[src/hw/rtl/ffha_pkg.sv]
// ----------------------------------------------------------------------------
// ffha_pkg: shared definitions for the first-fit heap allocator
// Field widths, status codes, cell commands and the structs that travel
// between the controller and the segment cells.
// ----------------------------------------------------------------------------
package ffha_pkg;

    // Default sizing of the heap and of the segment table.
    localparam int HEAP_BYTES_DEF      = 1024 * 1024;
    localparam int MIN_SPLIT_BYTES_DEF = 32;
    localparam int HEADER_BYTES_DEF    = 24;
    localparam int MAX_SEGMENTS_DEF    = 64;

    // Fixed widths of the transfer fields.
    localparam int REQ_W  = 21;
    localparam int OFF_W  = 20;
    localparam int STAT_W = 2;
    localparam int CNT_W  = 21;

    // Request kinds.
    localparam logic KIND_ALLOC = 1'b0;
    localparam logic KIND_FREE  = 1'b1;

    // Result status codes.
    localparam logic [STAT_W-1:0] STAT_OK      = 2'd0;
    localparam logic [STAT_W-1:0] STAT_NULL    = 2'd1;
    localparam logic [STAT_W-1:0] STAT_NOFIT   = 2'd2;
    localparam logic [STAT_W-1:0] STAT_UNKNOWN = 2'd3;

    // Commands broadcast from the controller to every cell.
    typedef enum logic [2:0] {
        CMD_IDLE,
        CMD_START,
        CMD_STEP,
        CMD_ALLOC,
        CMD_FREE
    } t_cmd;

    // Controller states.
    typedef enum logic [1:0] {
        ST_IDLE,
        ST_SCAN,
        ST_ACT,
        ST_DONE
    } t_state;

    // Control group broadcast to the cells.
    typedef struct packed {
        t_cmd cmd;
        logic kind;
        logic split;
        logic merge;
    } t_ctl;

    // Flags a cell shows to its neighbors.
    typedef struct packed {
        logic valid;
        logic free;
        logic tok;
    } t_nbr;

    // Flags of the cell that holds the token, zero in every other cell.
    typedef struct packed {
        logic valid;
        logic free;
        logic hit;
        logic nvalid;
        logic nfree;
    } t_view;

endpackage

[src/hw/rtl/ffha_cell.sv]
// ----------------------------------------------------------------------------
// ffha_cell: one slot of the segment table
// Holds one segment, takes part in the token walk and shifts its contents
// to or from its neighbors when a segment is inserted or removed.
// ----------------------------------------------------------------------------
module ffha_cell #(
    parameter int               AW           = 21,
    parameter int               CW           = 23,
    parameter int               HEADER_BYTES = 24,
    parameter logic [AW-1:0]    RST_SIZE     = '0,
    parameter logic             IS_HEAD      = 1'b0
) (
    input  logic                i_clk,
    input  logic                i_rst_n,
    input  ffha_pkg::t_ctl      i_ctl,
    input  logic [CW-1:0]       i_req,
    input  logic [CW-1:0]       i_off,
    input  logic [AW-1:0]       i_ins_start,
    input  logic [AW-1:0]       i_ins_size,
    input  logic [AW-1:0]       i_mrg_size,
    input  ffha_pkg::t_nbr      i_prev,
    input  logic [AW-1:0]       i_prev_start,
    input  logic [AW-1:0]       i_prev_size,
    input  ffha_pkg::t_nbr      i_next,
    input  logic [AW-1:0]       i_next_start,
    input  logic [AW-1:0]       i_next_size,
    output ffha_pkg::t_nbr      o_self,
    output logic [AW-1:0]       o_start,
    output logic [AW-1:0]       o_size,
    output ffha_pkg::t_view     o_view,
    output logic [AW-1:0]       o_view_start,
    output logic [AW-1:0]       o_view_size,
    output logic [AW-1:0]       o_view_nsize
);
    import ffha_pkg::*;

    logic          r_valid, n_valid;
    logic          r_free,  n_free;
    logic [AW-1:0] r_start, n_start;
    logic [AW-1:0] r_size,  n_size;
    logic          r_tok,   n_tok;
    logic          r_pass,  n_pass;
    logic          w_hit;
    logic          w_after;

    // Local match against the request held by the controller.
    always_comb begin
        if (i_ctl.kind == KIND_FREE) begin
            w_hit = r_valid && ((CW'(r_start) + CW'(HEADER_BYTES)) == i_off);
        end else begin
            w_hit = r_valid && r_free && (CW'(r_size) >= i_req);
        end
    end

    // Cells beyond the token are the ones that shift.
    assign w_after = !r_pass && !r_tok;

    // Next state of the slot.
    always_comb begin
        n_valid = r_valid;
        n_free  = r_free;
        n_start = r_start;
        n_size  = r_size;
        n_tok   = r_tok;
        n_pass  = r_pass;
        unique case (i_ctl.cmd)
            CMD_START: begin
                n_tok  = IS_HEAD;
                n_pass = 1'b0;
            end
            CMD_STEP: begin
                n_tok  = i_prev.tok;
                n_pass = r_pass | r_tok;
            end
            CMD_ALLOC: begin
                if (r_tok) begin
                    n_free = 1'b0;
                    if (i_ctl.split) begin
                        n_size = i_req[AW-1:0];
                    end
                end else if (i_ctl.split && w_after) begin
                    if (i_prev.tok) begin
                        // The remainder of the split segment lands here.
                        n_valid = 1'b1;
                        n_free  = 1'b1;
                        n_start = i_ins_start;
                        n_size  = i_ins_size;
                    end else begin
                        n_valid = i_prev.valid;
                        n_free  = i_prev.free;
                        n_start = i_prev_start;
                        n_size  = i_prev_size;
                    end
                end
            end
            CMD_FREE: begin
                if (r_tok) begin
                    n_free = 1'b1;
                    if (i_ctl.merge) begin
                        n_size = i_mrg_size;
                    end
                end else if (i_ctl.merge && w_after) begin
                    // Close the gap left by the absorbed segment.
                    n_valid = i_next.valid;
                    n_free  = i_next.free;
                    n_start = i_next_start;
                    n_size  = i_next_size;
                end
            end
            default: begin
            end
        endcase
    end

    // Slot registers; the head slot comes out of reset holding the whole heap.
    always_ff @(posedge i_clk) begin
        if (!i_rst_n) begin
            r_valid <= IS_HEAD;
            r_free  <= IS_HEAD;
            r_start <= '0;
            r_size  <= IS_HEAD ? RST_SIZE : '0;
            r_tok   <= 1'b0;
            r_pass  <= 1'b0;
        end else begin
            r_valid <= n_valid;
            r_free  <= n_free;
            r_start <= n_start;
            r_size  <= n_size;
            r_tok   <= n_tok;
            r_pass  <= n_pass;
        end
    end

    // Neighbor view and the token view that the controller gathers.
    assign o_self  = '{valid: r_valid, free: r_free, tok: r_tok};
    assign o_start = r_start;
    assign o_size  = r_size;

    always_comb begin
        if (r_tok) begin
            o_view       = '{valid: r_valid, free: r_free, hit: w_hit,
                             nvalid: i_next.valid, nfree: i_next.free};
            o_view_start = r_start;
            o_view_size  = r_size;
            o_view_nsize = i_next_size;
        end else begin
            o_view       = '0;
            o_view_start = '0;
            o_view_size  = '0;
            o_view_nsize = '0;
        end
    end

endmodule

[config.mk]
export PLATFORM = sky130hd
export DESIGN_NAME = ffha_cell
export DESIGN_NICKNAME = d
export VERILOG_FILES = /design/src/hw/rtl/ffha_pkg.sv /design/src/hw/rtl/ffha_cell.sv
export SDC_FILE = /design/constraint.sdc
export NUM_CORES = 1
export LEC_CHECK = 0
export ABC_AREA = 1
export BUFFER_PORTS_ARGS = -buffer_cell sky130_fd_sc_hd__buf_2
export CAP_MARGIN = 30
export CORE_MARGIN = 2
export CORE_UTILIZATION = 25
export CTS_CLUSTER_SIZE = 30
export DETAILED_ROUTE_END_ITERATION = 10
export PLACE_DENSITY = 0.55
export SLEW_MARGIN = 20
export SYNTH_ARGS = -nofsm -noshare
export SYNTH_HDL_FRONTEND = slang
export SYNTH_SLANG_ARGS = --single-unit
[constraint.sdc]
create_clock -name i_clk -period 2.5 [get_ports i_clk]
set_clock_uncertainty 0.1 [all_clocks]
set_input_delay 0.25 -clock i_clk [delete_from_list [all_inputs] [get_ports i_clk]]
set_output_delay 0.25 -clock i_clk [all_outputs]
set_load 0.02 [all_outputs]
==> results by stage <==
Run status:
- The run finished with clean final reports.

Floorplan:
- The total I/O pin count is 320.
- For this configuration, the core starts out at a cell density of 25.45%.
- The full die area is about 21000 um^2.
- The floorplan die height is roughly 140 um.
- The core box area is between 15000 and 20000 um^2.
- After floorplanning, the core was divided into slightly above 50 placement rows.
- The horizontal die dimension is ~140 um.

Global route:
- Summed over all layers, the global routing overflow is 0.
- The maximum number of pins on one net before global-route repair is 65.
- The first global-routing pass estimated between 20000 and 30000 um of wire.
- The number of antenna violations at the first check in global routing is 1.
- Global routing used a little under a fifth of the available tracks across all layers.
- The number of global-route vias before repair is a little under 6000.

Detailed routing:
- The count of vias placed by the detailed router is about 6600.
- The DRC violation count after routing is 0.
- The detailed router finished its first iteration with 196 violations.
- The wire length after detailed routing is roughly 20000 um.
- The average detailed-routed wire length per instance is 13.65 um.
- The remaining antenna violation count after routing is 0.
- Dividing the detail-routed via count by the number of cells gives 4.471.
- The pre-antenna-repair detailed-routing pass consisted of 4 iterations.

Synthesis:
- By area the synthesized netlist is led by sky130_fd_sc_hd__nand2_1 30%, sky130_fd_sc_hd__dfxtp_1 19%, sky130_fd_sc_hd__inv_1 10%.
- The sequential element share of the synthesized area is a little under a fifth.
- Summed over all instances, the cell type with the most area after synthesis is sky130_fd_sc_hd__nand2_1.
- The number of register bits inferred by synthesis is 46.
- Synthesis handed over a netlist of 923 instances.
- Of the post-synthesis cell area, the dominant cell type holds between 20% and 30%.
- The post-synth design cell area is ~4900 um^2.
- The number of nets in the synthesized netlist is between 1000 and 1500.
- The average cell area after synthesis is between 5 and 6 um^2.
- The number of distinct standard cells referenced by the synthesized netlist is 37.
- The Yosys step of the flow raised 0 warnings.

STA:
- The post-route clock period utilization is ~100%.
- The hold violation total from the final report is 0.
- For this run, the top clock speed supported by timing is 0.4094 GHz.
- Measured against its own limit, the worst slew margin works out to 61.63%.
- For the pin with the worst max-slew slack, the measured transition is approximately 580 ps.
- For the final routed database, the setup TNS stands at 0 ps.
- Setup violations remaining at the end of the flow were counted as 0.
- The count of pins over their slew limit is 0.
- The shortest clock period the worst path allows after layout is between 2000 and 2500 ps.
- Setup repair after global routing could not meet its margin everywhere.

Finish:
- The final layout net count is 1447.
- The area growth from synthesis to layout is 43.60%.
- The ratio of cells with drive above 1 in the final layout is 32.65%.
- After routing the design area is about 7100 um^2.
- The end-of-flow core utilization is 36.54%.

Critical path:
- STA classifies the critical path endpoint as a primary output.
- The worst-path maximum fanout is 6.
- The reg-to-reg setup timing slack is 600 ps.
- For the worst setup path, the data required time is approximately 2200 ps.
- The arrival time at the worst endpoint is 2090 ps.
- By startpoint and endpoint, the worst setup path is classified as flop to primary output.
- The worst setup path is launched from a flop.

Clock tree:
- CTS saw 46 sinks.
- TritonCTS built the clock tree.
- No sink is reached through more buffers than the 2 on the longest clock path.
- The deepest level of the CTS H-tree is 2.
- The library cell used as clock root buffer is sky130_fd_sc_hd__clkbuf_16.
- The later pin in the worst-skew pair is clocked with a latency of just under 300 ps.
- The number of clock buffers inserted by TritonCTS is 5.
- Clock-pin slew was measured on the worst setup and hold paths at 60 ps.

Power and ir drop:
- The analysis attributes to cell leakage a power of 4.378 nW.
- The power density over the cells is ~350 nW/um^2.
- The maximum ir drop on the vdd rail is 0.2167 mV.

Placement:
- The port buffer count is about 320.
- Once detailed placement completed, the half-perimeter wirelength came to approximately 16000 um.
- Once placement finished, the instance area stood at between 6000 and 7000 um^2.
- The last weighted congestion value of the routability-driven placer is ~0.85.

Min path:
- The tightest min-delay check is of the primary input to flop type.

Flow run:
- Max-cap violations in this run came to 0.
## layout by cell type, fill, tap and decap left out, types with 14 or more instances in the layout
master / instances
sky130_fd_sc_hd__nand2_1: 389
sky130_fd_sc_hd__a31oi_1: 43
sky130_fd_sc_hd__buf_4: 20
sky130_fd_sc_hd__nor2_1: 26
sky130_fd_sc_hd__buf_2: 317
sky130_fd_sc_hd__ha_1: 19
sky130_fd_sc_hd__nand3_1: 24
sky130_fd_sc_hd__o21ai_0: 61
sky130_fd_sc_hd__dfxtp_1: 30
sky130_fd_sc_hd__dfxtp_2: 14
sky130_fd_sc_hd__inv_1: 131
sky130_fd_sc_hd__a21oi_1: 55
## worst max-delay path, cell delays in order, from the launching register on
cell	delay (ps)
sky130_fd_sc_hd__dfxtp_2	320
sky130_fd_sc_hd__buf_4	150
sky130_fd_sc_hd__o21ai_1	260
sky130_fd_sc_hd__nor2_1	150
sky130_fd_sc_hd__nand2_1	90
sky130_fd_sc_hd__nand3_1	100
sky130_fd_sc_hd__nor2_1	150
sky130_fd_sc_hd__nand3_1	80
sky130_fd_sc_hd__nor2_1	90
sky130_fd_sc_hd__nand3_1	110
sky130_fd_sc_hd__a21oi_2	160
sky130_fd_sc_hd__buf_6	130
## synthesized netlist by cell type, drive strengths merged
cell type,count
nor4b,1
a31oi,43
clkinv,1
o21a,2
inv,139
ha,22
xnor2,4
a21oi,57
o21bai,2
nand2,393
buf,20
nand3,25
dfxtp,46
o311ai,1
xor2,7
o21ai,73
o32ai,1
nor3,2
and3,1
nor3b,3
nand4,5
or2,1
nor2,38
clkbuf,31
a21o,1
nand3b,4
## report_power, final
group	total (W)	internal, W	switching [W]
clock	0.000778	0.000469	0.000309
combinational	0.000842	0.000351	0.000491
sequential	0.000850	0.000782	0.0000680
## per-layer routing
layer  global-route usage (%)  wire [um]  up-vias
met5                        0          0        -
met4                    4.292        257        0
met3                    3.974       1481       15
met2                    33.55       9860      239
met1                    21.88       8669     2908
li1                         -          -     3478
## path summary, 6_finish.rpt
| kind | startpoint | endpoint | cells past startpoint |
|---|---|---|---|
| worst max-delay path | o_start[3] | o_view[2] | 11 |
| worst min-delay path | i_next_start[13] | o_start[13] | 3 |
| worst max register to register | r_tok | o_size[14] | 10 |
| worst min register to register | o_size[14] | o_size[14] | 2 |
## registers in the layout, summed over array words and instances, names as in the netlist
name,cells
r_free,1
o_size,21
r_tok,1
o_start,21
r_valid,1
r_pass,1
## layout make-up
type	instances	area (um^2)
diodes	1	2.502
clock buffers	5	125.1
clock inverters	3	40.04
fillers	2276	12310
inverters	140	525.5
multi-input cells	686	3342
flip-flops and latches	46	945.9
well taps	265	331.6
repair buffers	339	1775
## logic make-up (layout without fill, tap and decap cells)
group / after synthesis / after routing / share of synthesized area, %
simple gates: 473 / 473 / 38.71
buf+inv: 191 / 487 / 15.28
compound gates: 180 / 180 / 19.82
flops: 46 / 46 / 18.66
fa+ha+maj: 22 / 22 / 5.577
xor+xnor: 11 / 11 / 1.952
other cells: 0 / 1 / 0
## stage by stage
step | hold slack, ps | setup WS (ps) | instances | power [W]
after detailed placement | 398.4 | 127.4 | 1473 | 0.001682
after global routing | 112.2 | -87.23 | 1485 | 0.002649
after floorplan | 288.3 | 266.6 | 923 | 0.001309
after global placement | 387.2 | 129.9 | 1473 | 0.001680
after CTS | 101.1 | -7.375 | 1483 | 0.002492
final | 117.2 | 57.19 | 1485 | 0.002470
## what timing repair did
| item | CTS | global route |
|---|---|---|
| hold buffers | 0 | 0 |
| resized for setup | 16 | 22 |
| pin swaps | 10 | 12 |
| endpoints found under the setup margin | 1 | 1 |
| setup buffers | 2 | 0 |
Power figures use the tool's default switching activity.
